[src/rtl/frc_gcd.sv]
// ----------------------------------------------------------------------------
// Fraction reduce and compare: binary GCD unit
// Finds the greatest common divisor of two magnitudes with one shift or one
// subtraction per cycle.
// ----------------------------------------------------------------------------
`default_nettype none

module frc_gcd #(
  parameter int MagBits = 31
) (
  input  wire logic               clk_i,
  input  wire logic               rst_ni,
  input  wire logic               load_i,
  input  wire logic [MagBits-1:0] u_i,
  input  wire logic [MagBits-1:0] v_i,
  output logic                    done_o,
  output logic [MagBits-1:0]      gcd_o
);

  localparam int KW = $clog2(MagBits + 1);

  logic               run_q;
  logic [MagBits-1:0] u_q, v_q, g_q;
  logic [KW-1:0]      k_q;
  logic               u_ge_v;

  assign u_ge_v = (u_q >= v_q);

  always_ff @(posedge clk_i or negedge rst_ni) begin
    if (!rst_ni) begin
      run_q <= 1'b0;
    end else if (load_i) begin
      run_q <= 1'b1;
    end else if (run_q && ((u_q == '0) || (v_q == '0))) begin
      run_q <= 1'b0;
    end
  end

  always_ff @(posedge clk_i) begin
    if (load_i) begin
      u_q <= u_i;
      v_q <= v_i;
      k_q <= '0;
    end else if (run_q) begin
      if ((u_q == '0) || (v_q == '0)) begin
        g_q <= (u_q | v_q) << k_q;
      end else if (!u_q[0] && !v_q[0]) begin
        u_q <= u_q >> 1;
        v_q <= v_q >> 1;
        k_q <= k_q + KW'(1);
      end else if (!u_q[0]) begin
        u_q <= u_q >> 1;
      end else if (!v_q[0]) begin
        v_q <= v_q >> 1;
      end else if (u_ge_v) begin
        u_q <= u_q - v_q;
      end else begin
        v_q <= v_q - u_q;
      end
    end
  end

  assign done_o = !run_q;
  assign gcd_o  = g_q;

endmodule

`default_nettype wire

[config.mk]
export PLATFORM = sky130hd
export DESIGN_NAME = frc_gcd
export DESIGN_NICKNAME = d
export VERILOG_FILES = /design/src/rtl/frc_gcd.sv
export SDC_FILE = /design/constraint.sdc
export NUM_CORES = 1
export LEC_CHECK = 0
export ABC_AREA = 1
export CORE_MARGIN = 8
export CORE_UTILIZATION = 25
export DETAILED_ROUTE_END_ITERATION = 7
export DONT_BUFFER_PORTS = 1
export HOLD_SLACK_MARGIN = 0.06
export SYNTH_ARGS = -nofsm -noshare
export SYNTH_HDL_FRONTEND = slang
export SYNTH_SLANG_ARGS = --single-unit
[constraint.sdc]
create_clock -name clk_i -period 3.9 [get_ports clk_i]
set_clock_uncertainty 0.2 [all_clocks]
set_input_delay 0 -clock clk_i [delete_from_list [all_inputs] [get_ports clk_i]]
set_output_delay 0 -clock clk_i [all_outputs]
set_load 0.01 [all_outputs]
==> impl_metrics.env <==
export IMPL_status="complete, no violations"
export IMPL_timing_fmax_ghz=0.270
export IMPL_startpoint_type="flop"
export IMPL_ys_seq_area_share_pct=26.9
export IMPL_r2r_end="v_q[24]$_DFFE_PP_"
export IMPL_drive_gt1_share_pct=5.05
export IMPL_antenna_found_initial=6
export IMPL_nets=1900
export IMPL_dp_cells=2246
export IMPL_cts_htree_levels=3
export IMPL_io_pins=97
export IMPL_synth_seq_cells=99
export IMPL_setup_viol=0
export IMPL_drc=0
export IMPL_start_util_pct=25.2
export IMPL_worstPathArrival_ns=3.58
export IMPL_cts_tree="done"
export IMPL_grt_pass1_vias=11200
export IMPL_area_delta_synth_final_pct=15.7
export IMPL_use_met3_pct=2.45
export IMPL_gp_congestion=0.978
export IMPL_overflow=0
export IMPL_die_h_um=224
export IMPL_drv_slew=0
export IMPL_synth_main_ff_cell="edfxtp_1"
export IMPL_worst_slew_margin_rel_pct=42.1
export IMPL_async_flop_share_pct=1.01
export IMPL_synth_area_per_cell_um2=6.40
export IMPL_setup_ws_ns=0.193
export IMPL_vias_per_cell=5.00
export IMPL_endpoint="v_q[24]$_DFFE_PP_"
export IMPL_rsz0062_at_grt="false"
export IMPL_path_clk_slew_ns=0.08
export IMPL_port_buffer_count=0
export IMPL_cts_sinks=99
export IMPL_post_dp_hpwl_um=36100
export IMPL_dp_slack_ns=0.229
export IMPL_dr_pass1_iters=5
export IMPL_coreArea_um2=43000
export IMPL_ant_nets=0
export IMPL_detailroute_via_count=11700
export IMPL_cp_required_ns=3.77
export IMPL_synth_top_cells_by_area="edfxtp_1 26%, nand2_1 16%, ha_1 11%"
export IMPL_die_w_um=224
export IMPL_synth_top_area_share_pct=25.8
export IMPL_period_share_pct=95.0
export IMPL_seq_area_um2=2920
export IMPL_post_cts_buffers=0
export IMPL_critPathKind="flop to flop"
export IMPL_maxCapViolCount=0
export IMPL_reg2regPathDepth=15
export IMPL_hold_viol=0
export IMPL_fin_cells=2333
export IMPL_grt_busiest_layer="met2"
export IMPL_yosys_area_top_type="edfxtp_1"
export IMPL_wl_um=44900
export IMPL_r2r_start="v_q[4]$_DFFE_PP_"
export IMPL_fp_row_count=76
export IMPL_cts_buffer_depth=2
export IMPL_grt_pass1_wl_um=67800
export IMPL_multi_input_area_um2=6680
export IMPL_synth_edf_count=93
export IMPL_drtIter0Drc=1053
export IMPL_met2_usage_pct=28.5
export IMPL_syn_area_um2=10800
export IMPL_synth_cells=1693
export IMPL_reg2reg_slack_ns=0.19
export IMPL_worst_path_max_fanout=21
export IMPL_synth_nets=1854
export IMPL_use_met1_pct=23.3
export IMPL_finalCriticalPeriod_ns=3.71
export IMPL_setup_tns_final_ns=0
export IMPL_grt_usage_pct=17.4
export IMPL_grt_max_degree=85
export IMPL_cp_end_kind="flop"
export IMPL_die_area_um2=50300
export IMPL_yosysWarnings=0
export IMPL_numCtsBuffers=9
export IMPL_fill_cells=4780
export IMPL_clock_latency_ns=0.37
export IMPL_synth_cell_types=44
export IMPL_worst_slew_pin_transition_ns=0.867
export IMPL_min_path_type="input pin to flop"
export IMPL_wl_per_cell_um=19.2
export IMPL_setup_worst_path_start="v_q[4]$_DFFE_PP_"
export IMPL_root_buffer="clkbuf_16"
## logic make-up after synthesis
family	synth area share (%)
simple gates	33.2
flops	26.9
fa+ha+maj	11.2
compound gates	15.3
xor+xnor	0.485
mux	1.20
buf+inv	11.7
## sequential cells by signal, summed over array words and instances, names as in the netlist
register,cells
gcd_o,31
u_q,31
v_q,31
run_q,1
k_q,5
## worst max-delay path, stage by stage, from the launching register on
cell	delay (ns)
edfxtp_1	0.37
inv_1	0.18
ha_1	0.47
nor2_1	0.17
nand2_1	0.15
inv_1	0.07
nand2_1	0.08
nand2_1	0.13
nand2_1	0.11
nand2_2	0.09
nand2_4	0.09
nand3_4	0.13
nand2_1	0.18
inv_1	0.12
nor2_2	0.57
buf_12	0.28
## cell type report
| cell class | count | share of cell area, % |
|---|---|---|
| antenna | 4 | 0.0798 |
| tap | 585 | 5.84 |
| inverter | 268 | 8.02 |
| timing repair buffer | 93 | 7.27 |
| multi-input combinational | 1268 | 53.2 |
| clock buffer | 10 | 1.83 |
| clock inverter | 6 | 0.449 |
| sequential | 99 | 23.3 |
## cells in the mapped netlist, types with 2 or more instances
cell type,instances
and2_1,2
nor2_2,12
o31ai_1,3
clkbuf_1,40
a31oi_1,2
o311ai_0,3
a21oi_2,2
o21bai_1,11
nor2_1,136
nand2_1,476
inv_1,255
mux2i_1,13
buf_1,2
edfxtp_1,93
nand3_1,94
ha_1,94
xor2_1,5
nand4_1,73
o21ai_0,146
a21oi_1,140
buf_6,4
buf_2,12
nand2_2,7
dfxtp_1,5
nor3_1,23
nor4_1,7
inv_2,12
fa_1,2
or2_2,3
o211ai_1,2
## per-stage QoR
step	util, %	hold slack (ns)	area (um2)
after floorplan	-	-0.496	10800
after global placement	26.9	-0.495	11600
after detailed placement	26.9	-0.495	11600
after CTS	29.1	0.192	12500
after global routing	29.2	0.211	12500
final	29.2	0.189	12500
## how the worst min path moves through the flow
stage,from,endpoint,slack [ns],cells after the start
floorplan,rst_ni,run_q$_DFFE_PN0P_,-0.50,0
global placement,rst_ni,run_q$_DFFE_PN0P_,-0.50,0
detailed placement,rst_ni,run_q$_DFFE_PN0P_,-0.50,0
global route,v_i[3],v_q[3]$_DFFE_PP_,0.21,3
finish,v_i[3],v_q[3]$_DFFE_PP_,0.19,3
CTS,v_i[3],v_q[3]$_DFFE_PP_,0.19,3
## routing by layer
layer / part of all wire (%) / wire, um
met2: 46 / 20500
met3: 7.2 / 3250
met4: 3.1 / 1400
met1: 44 / 19700
met5: 0.020 / 9
## timing repair
item	in CTS	in global routing
resized for setup	0	1
setup endpoints to repair	0	3
hold buffers	67	0
endpoints found under the hold margin	102	0
## layout by cell type, fill, tap and decap left out, types with 7 or more instances in the layout
master         synthesis  routed
a21oi_1              140     139
nand4_1               73      73
mux2i_1               13      13
clkbuf_16              0       9
dlygate4sd3_1          0      66
o21ai_0              146     146
nand2_2                7       7
ha_1                  94      94
inv_2                 12      13
inv_1                255     254
edfxtp_1              93      93
nand3_1               94      94
nor3_1                23      22
nand2_1              476     476
nor2_1               136     133
buf_4                  0      23
o21bai_1              11      11
nor2_2                12      15
nor4_1                 7       7
Power is left out: the tool's default activity adds up to more than one toggle a clock period on the data nets, which glitch-free logic cannot reach.
