--- src/rtl/frc_div.sv ---
// ----------------------------------------------------------------------------
// Fraction reduce and compare: restoring divider
// Unsigned division producing one quotient bit per cycle.
// ----------------------------------------------------------------------------
`default_nettype none

module frc_div #(
  parameter int MagBits = 31
) (
  input  wire logic               clk_i,
  input  wire logic               rst_ni,
  input  wire logic               load_i,
  input  wire logic [MagBits-1:0] dividend_i,
  input  wire logic [MagBits-1:0] divisor_i,
  output logic                    done_o,
  output logic [MagBits-1:0]      quotient_o
);

  localparam int CW = $clog2(MagBits + 1);

  logic               run_q;
  logic [CW-1:0]      cnt_q;
  logic [MagBits-1:0] rem_q, quo_q, dsr_q;
  logic [MagBits:0]   rem_sh, rem_sub;
  logic               fits;

  assign rem_sh  = {rem_q, quo_q[MagBits-1]};
  assign fits    = (rem_sh >= {1'b0, dsr_q});
  assign rem_sub = rem_sh - {1'b0, dsr_q};

  always_ff @(posedge clk_i or negedge rst_ni) begin
    if (!rst_ni) begin
      run_q <= 1'b0;
      cnt_q <= '0;
    end else if (load_i) begin
      run_q <= 1'b1;
      cnt_q <= CW'(MagBits);
    end else if (run_q) begin
      cnt_q <= cnt_q - CW'(1);
      if (cnt_q == CW'(1)) begin
        run_q <= 1'b0;
      end
    end
  end

  always_ff @(posedge clk_i) begin
    if (load_i) begin
      rem_q <= '0;
      quo_q <= dividend_i;
      dsr_q <= divisor_i;
    end else if (run_q) begin
      rem_q <= fits ? rem_sub[MagBits-1:0] : rem_sh[MagBits-1:0];
      quo_q <= {quo_q[MagBits-2:0], fits};
    end
  end

  assign done_o     = !run_q;
  assign quotient_o = quo_q;

endmodule

`default_nettype wire

--- config.mk ---
export PLATFORM = sky130hd
export DESIGN_NAME = frc_div
export DESIGN_NICKNAME = d
export VERILOG_FILES = /design/src/rtl/frc_div.sv
export SDC_FILE = /design/constraint.sdc
export NUM_CORES = 1
export LEC_CHECK = 0
export BUFFER_PORTS_ARGS = -buffer_cell sky130_fd_sc_hd__buf_4
export CORE_MARGIN = 10
export CORE_UTILIZATION = 40
export DETAILED_ROUTE_END_ITERATION = 12
export GPL_ROUTABILITY_DRIVEN = 1
export GPL_TIMING_DRIVEN = 0
export PLACE_DENSITY = 0.6
export SLEW_MARGIN = 20
export SYNTH_ARGS = -nofsm -noshare
export SYNTH_HDL_FRONTEND = slang
export SYNTH_SLANG_ARGS = --single-unit
--- constraint.sdc ---
create_clock -name clk_i -period 2.49 [get_ports clk_i]
set_input_delay 0.498 -clock clk_i [delete_from_list [all_inputs] [get_ports clk_i]]
set_output_delay 0.498 -clock clk_i [all_outputs]
set_load 0.05 [all_outputs]
==> results of run 1 <==
-- kinds of logic after synthesis --
kind of cell / after synthesis
AO/OA/AOI/OAI: 145
XOR/XNOR: 29
adder cells (fa/ha/maj): 34
buffers and inverters: 73
flip-flops: 99
multiplexers: 45
AND/OR/NAND/NOR: 132
-- area by class of cell --
type	count	area [sq um]	area share, %
clock buffers	11	252.7	3.354
flip-flops and latches	99	2633	34.93
multi-input cells	385	3093	41.04
well taps	180	225.2	2.989
clock inverters	5	68.82	0.9132
plain buffers	24	152.6	2.026
repair buffers	116	930.9	12.35
inverters	48	180.2	2.391
-- sequential cells by signal, summed over array words and instances, names as in the netlist --
register,cells
quotient_o,31
dsr_q,31
rem_q,31
cnt_q,5
run_q,1
-- worst register-to-register path: stages (launching register included) --
cell,delay (ps)
edfxtp_1,400
inv_1,70
ha_2,190
fa_2,350
and2b_1,260
o2111ai_2,160
a21oi_2,180
nand3b_1,170
a21boi_4,80
buf_6,140
nor2_4,160
buf_6,130
buf_12,120
nand4_1,110
a311oi_2,230
-- synthesized netlist by cell type (all sizes together) (6+ instances only) --
| master | n |
|---|---|
| a211oi | 17 |
| a21o | 13 |
| a21oi | 42 |
| and3 | 8 |
| buf | 12 |
| clkbuf | 13 |
| dfrtp | 6 |
| dfxtp | 31 |
| edfxtp | 62 |
| ha | 33 |
| inv | 47 |
| mux2 | 30 |
| mux2i | 15 |
| nand2 | 40 |
| nand3 | 6 |
| nand4 | 11 |
| nor2 | 34 |
| nor3 | 9 |
| o211ai | 6 |
| o21ai | 29 |
| xnor2 | 24 |
-- cells in the final DEF, fill, tap and decap left out, types with 13 or more instances in the layout --
cell type,Yosys,layout
buf_4,3,111
nor2_1,33,32
a211oi_1,17,13
a21oi_1,41,31
dfxtp_1,31,31
mux2i_1,15,13
edfxtp_1,62,62
nand2_1,40,38
o21ai_0,28,14
xnor2_1,24,24
inv_1,47,46
ha_1,33,30
mux2_2,30,30
-- power breakdown --
part / switching, mW / total (mW) / internal [mW]
clock: 0.664 / 1.51 / 0.850
combinational: 0.447 / 0.750 / 0.302
sequential: 0.0508 / 1.90 / 1.85
total: 1.16 / 4.17 / 3.01
-- final timing paths --
kind                                          startpoint                      to  slack, ps  depth (start not counted)
min in group asynchronous                         rst_ni    cnt_q[4]$_DFFE_PN0P_        480                          2
worst max-delay path            quotient_o[30]$_DFFE_PP_  rem_q[27]$_SDFFE_PP0P_       -340                         14
worst min register to register    rem_q[15]$_SDFFE_PP0P_  rem_q[15]$_SDFFE_PP0P_        480                          2
max in group asynchronous                         rst_ni    cnt_q[0]$_DFFE_PN0P_       1900                          2
worst max register to register  quotient_o[30]$_DFFE_PP_  rem_q[27]$_SDFFE_PP0P_       -340                         14
worst min-delay path                       divisor_i[23]     dsr_q[23]$_DFFE_PP_        310                          1
-- per-stage QoR --
stage | setup slack (ps) | util, % | hold WS [ps] | total power [mW]
floorplan | -516.6 | - | 202.4 | 2.387
global placement | -720.0 | 47.91 | 308.0 | 2.625
detailed placement | -674.6 | 47.91 | 308.9 | 2.636
CTS | -282.0 | 51.43 | 298.2 | 4.162
global route | -410.7 | 53.87 | 295.2 | 4.326
finish | -342.9 | 53.87 | 309.0 | 4.169
-- repair_timing --
action / in CTS / in global routing
setup endpoints to repair: 63 / 32
gates cloned: 0 / 2
buffers inserted: 10 / 7
endpoints found under the hold margin: 6 / 0
hold buffers: 1 / 0
gates resized for setup: 24 / 62
pin swaps: 8 / 24
-- metal layers --
layer | track usage [%] | vias to the layer above | routed length (um)
met2 | 23.43 | 152 | 7146
met3 | 6.193 | 22 | 1346
met4 | 4.946 | 0 | 228
met1 | 19.64 | 2288 | 7175
li1 | - | 2286 | -
met5 | 0 | - | 0
==> impl_metrics.env, run 1 <==
export IMPL_core_area_sq_mm=0.01399
export IMPL_yosysWarnings=0
export IMPL_io_buffers=96
export IMPL_wl_per_cell_um=18.31
export IMPL_final_cells=868
export IMPL_crit_path_end_kind="flip-flop"
export IMPL_vias=4748
export IMPL_yosysTopAreaCell="edfxtp_1"
export IMPL_clkTransAtPathRegs_ps=70
export IMPL_syn_avg_cell_area_sq_um=10.31
export IMPL_numCtsBuffers=9
export IMPL_drive_above_1_share_pct=33.43
export IMPL_dpl_cell_area_sq_mm=0.006701
export IMPL_synth_edf_count=62
export IMPL_status="finished, violations left"
export IMPL_synthXorXnorAreaFrac_pct=4.425
export IMPL_cp_num_buf_inv=4
export IMPL_critPathMaxFanout=5
export IMPL_slowest_stage="edfxtp_1"
export IMPL_rsz0062_at_grt="true"
export IMPL_path_cells="inv_1 -> ha_2 -> fa_2 -> and2b_1 -> o2111ai_2 -> a21oi_2 -> nand3b_1 -> a21boi_4 -> buf_6 -> nor2_4 -> buf_6 -> buf_12 -> nand4_1 -> a311oi_2"
export IMPL_drt_initial_drc_count=291
export IMPL_die_area_sq_mm=0.01954
export IMPL_grt_max_degree=33
export IMPL_ant_nets=0
export IMPL_hold_class="primary input to flip-flop"
export IMPL_fin_crit_ps=2833
export IMPL_synth_cell_type_count=62
export IMPL_synth_compound_area_share_pct=17.15
export IMPL_core_rowCount=43
export IMPL_pin_count=97
export IMPL_synth_top_area_share_pct=32.43
export IMPL_gp_congestion=0.9083
export IMPL_fin_tns_setup_ps=-7995
export IMPL_die_x_um=139.8
export IMPL_fillers=1250
export IMPL_finalMaxSlewViolations=0
export IMPL_syn_nets=656
export IMPL_synth_area_leaders="edfxtp_1 (32%), dfxtp_1 (11%), ha_1 (7.2%)"
export IMPL_period_share_pct=113.8
export IMPL_grt_pass1_wl_um=24810
export IMPL_critPathTopFamily="simple AND/OR/NAND/NOR gates"
export IMPL_antenna_found_initial=0
export IMPL_start_util_pct=41.04
export IMPL_synth_area_mux_share_pct=8.500
export IMPL_clk_latency_ps=360
export IMPL_worstPathRequired_ps=2770
export IMPL_cts_htree_levels=3
export IMPL_nets=782
export IMPL_ir_drop_mv=0.4298
export IMPL_async_reset_ff_share_pct=6.061
export IMPL_grt_overflow=0
export IMPL_syn_inst=557
export IMPL_antenna_cells=0
export IMPL_criticalPathCategory="flip-flop to flip-flop"
export IMPL_first_global_vias=4825
export IMPL_grt_total_usage_pct=15.48
export IMPL_syn_area_sq_mm=0.005741
export IMPL_synthFlopType="edfxtp_1"
export IMPL_drtPass1Iterations=5
export IMPL_finalWorstSetupSlack_ps=-342.9
export IMPL_max_slew_margin_pct=50.82
export IMPL_worst_pin_slew_ps=737.7
export IMPL_vias_per_cell=5.470
export IMPL_dp_hpwl_um=11100
export IMPL_tritoncts="yes"
export IMPL_synthAdderAreaFrac_pct=7.541
export IMPL_cts_sinks=99
export IMPL_dieHeight_um=139.8
export IMPL_finalHoldViolCount=0
export IMPL_drv_cap=0
export IMPL_finalSetupViolCount=32
export IMPL_path_common_cell="buf_6"
export IMPL_slowest_delay_ps=400
export IMPL_synthSimpleGateAreaFrac_pct=11.14
export IMPL_p_leak_nw=3.174
export IMPL_crit_arrival_ps=3110
export IMPL_ys_seq_area_share_pct=45.86
export IMPL_timing_fmax_mhz=353.0
export IMPL_syn_to_final_growth_pct=31.28
export IMPL_clock_path_buffers=2
export IMPL_fin_skew_ps=7.955
export IMPL_pwr_density_cell_mw_per_mm2=553.2
export IMPL_start_kind="flip-flop"
export IMPL_wirelength_um=15900
export IMPL_synth_top_family_by_area="compound AO/OA/AOI/OAI gates"
export IMPL_ctsRootBufferMaster="clkbuf_16"
export IMPL_drc=0
export IMPL_synth_seq_cells=99
export IMPL_stdcell_area_sq_mm=0.007536
export IMPL_placed_cells=833
export IMPL_violations="setup timing"
(Power assumes the default switching activity.)
==> inputs of run 2 (changes only) <==
--- a/config.mk
+++ b/config.mk
@@ -11,6 +11,7 @@
 export DETAILED_ROUTE_END_ITERATION = 12
 export GPL_ROUTABILITY_DRIVEN = 1
 export GPL_TIMING_DRIVEN = 0
+export MAX_ROUTING_LAYER = met4
 export PLACE_DENSITY = 0.6
 export SLEW_MARGIN = 20
 export SYNTH_ARGS = -nofsm -noshare
==> run 2 against run 1 <==
  * The flow still finishes with violations (setup timing)
  * First-iteration DRC count is 3.1% lower
  * Cell count is 0.12% higher
  * Clock power is 11% lower
  * Clock skew is 3.9 ps higher
  * Largest cell class unchanged
==> impl_metrics.env, run 2 (same netlist as run 1, synthesis figures left out) <==
export IMPL_drc=0
export IMPL_worst_pin_slew_ps=814.5
export IMPL_vias_per_cell=5.475
export IMPL_hold_class="primary input to flip-flop"
export IMPL_dp_hpwl_um=11130
export IMPL_start_kind="flip-flop"
export IMPL_netSwitchingPower_mw=1.137
export IMPL_dieHeight_um=139.8
export IMPL_ir_drop_mv=0.5704
export IMPL_fin_crit_ps=2808
export IMPL_grt_max_degree=33
export IMPL_drt_initial_drc_count=282
export IMPL_power_frac_comb_pct=18.4
export IMPL_period_share_pct=112.8
export IMPL_crit_path_end_kind="flip-flop"
export IMPL_timing_fmax_mhz=356.1
export IMPL_final_cell_mix="buf_4 (114), edfxtp_1 (62), inv_1 (45)"
export IMPL_cts_sinks=99
export IMPL_antenna_found_initial=0
export IMPL_finalSetupViolCount=32
export IMPL_cts_htree_levels=3
export IMPL_gp_congestion=0.9127
export IMPL_io_buffers=96
export IMPL_power_mw=3.973
export IMPL_stdcell_area_sq_mm=0.007416
export IMPL_finalMaxSlewViolations=0
export IMPL_nets=783
export IMPL_switching_share_pct=28.62
export IMPL_grt_pass1_wl_um=25070
export IMPL_tritoncts="yes"
export IMPL_first_global_vias=4926
export IMPL_clkTransAtPathRegs_ps=70
export IMPL_fillers=1275
export IMPL_grt_overflow=0
export IMPL_cp_num_buf_inv=1
export IMPL_die_area_sq_mm=0.01954
export IMPL_dpl_cell_area_sq_mm=0.006701
export IMPL_max_slew_margin_pct=45.70
export IMPL_path_cells="inv_1 -> ha_2 -> fa_2 -> and2b_2 -> o2111ai_4 -> a211o_1 -> a31oi_4 -> nor2_1 -> o21ai_0 -> or3_4 -> a41oi_2"
export IMPL_status="finished, violations left"
export IMPL_wl_per_cell_um=18.03
export IMPL_rsz0062_at_grt="true"
export IMPL_fin_skew_ps=11.85
export IMPL_syn_to_final_growth_pct=29.18
export IMPL_ctsRootBufferMaster="clkbuf_16"
export IMPL_power_frac_seq_pct=48.0
export IMPL_ant_nets=0
export IMPL_internal_power_mw=2.836
export IMPL_die_x_um=139.8
export IMPL_drive_above_1_share_pct=32.51
export IMPL_clk_latency_ps=360
export IMPL_slowest_delay_ps=400
export IMPL_pin_count=97
export IMPL_fin_tns_setup_ps=-6855
export IMPL_core_area_sq_mm=0.01399
export IMPL_p_leak_nw=3.098
export IMPL_pwr_share_clk_pct=33.6
export IMPL_antenna_cells=0
export IMPL_grt_total_usage_pct=16.07
export IMPL_slowest_stage="edfxtp_1"
export IMPL_clock_path_buffers=2
export IMPL_start_util_pct=41.04
export IMPL_drv_cap=0
export IMPL_vias=4758
export IMPL_numCtsBuffers=9
export IMPL_finalHoldViolCount=0
export IMPL_criticalPathCategory="flip-flop to flip-flop"
export IMPL_critPathTopFamily="compound AO/OA/AOI/OAI gates"
export IMPL_core_rowCount=43
export IMPL_pwr_density_cell_mw_per_mm2=535.8
export IMPL_crit_arrival_ps=3010
export IMPL_wirelength_um=15670
export IMPL_finalWorstSetupSlack_ps=-318.4
export IMPL_critPathMaxFanout=3
export IMPL_layout_commonest_cell="buf_4"
export IMPL_worstPathRequired_ps=2690
export IMPL_drtPass1Iterations=5
export IMPL_violations="setup timing"
-- run 2: area by class of cell --
type | instances | area (sq um) | area share (%)
multi-input combinational | 385 | 3053 | 41.17
sequential | 99 | 2633 | 35.50
timing repair buffer | 117 | 907.1 | 12.23
clock buffer | 10 | 229.0 | 3.088
tap | 180 | 225.2 | 3.037
inverter | 48 | 180.2 | 2.430
buffer | 24 | 138.9 | 1.873
clock inverter | 6 | 50.05 | 0.6749
-- run 2: worst register-to-register path, cell delays in order, from the launching register on --
cell and delay, ps:
edfxtp_1 400, inv_1 70, ha_2 190, fa_2 330, and2b_2 260, o2111ai_4 130
a211o_1 370, a31oi_4 230, nor2_1 100, o21ai_0 290, or3_4 180, a41oi_2 100
-- run 2: power by group through the flow --
stage,Sequential [mW],Clock (mW),Combinational (mW)
final,1.91,1.34,0.730
after detailed placement,1.94,0,0.696
after global routing,1.92,1.43,0.784
after floorplan,2.11,0,0.279
after global placement,1.94,0,0.690
after CTS,1.91,1.38,0.712
-- run 2: layer usage --
| metal | vias up | GRT usage, % | wire length (um) |
|---|---|---|---|
| met3 | 27 | 4.729 | 1048 |
| li1 | 2297 | - | - |
| met5 | - | - | 0 |
| met1 | 2281 | 20.33 | 7240 |
| met4 | 0 | 4.674 | 319 |
| met2 | 153 | 24.33 | 7057 |
-- run 2: repair_timing --
action	4_1_cts	5_1_grt
gates resized for setup	41	35
cloned	1	0
setup buffers	14	7
pin swaps	17	27
setup endpoints to repair	63	32
hold buffers	1	0
endpoints found under the hold margin	6	0
-- run 2: stage by stage --
step	utilization [%]	setup slack (ps)	hold slack, ps	instances
final	53.01	-318.4	309.5	869
after CTS	51.83	-287.2	298.3	865
after floorplan	-	-516.6	202.4	557
after global routing	53.01	-434.1	292.7	869
after global placement	47.91	-729.3	307.9	833
after detailed placement	47.91	-643.9	310.9	833
-- run 2: final timing paths --
check / start / to / slack, ps / depth (start not counted)
min reg2reg: rem_q[2]$_SDFFE_PP0P_ / rem_q[2]$_SDFFE_PP0P_ / 480 / 2
max reg2reg: quotient_o[30]$_DFFE_PP_ / rem_q[26]$_SDFFE_PP0P_ / -320 / 11
min: divisor_i[25] / dsr_q[25]$_DFFE_PP_ / 310 / 1
max: quotient_o[30]$_DFFE_PP_ / rem_q[26]$_SDFFE_PP0P_ / -320 / 11
min in group asynchronous: rst_ni / cnt_q[1]$_DFFE_PN0P_ / 480 / 2
max in group asynchronous: rst_ni / cnt_q[2]$_DFFE_PN0P_ / 1890 / 2
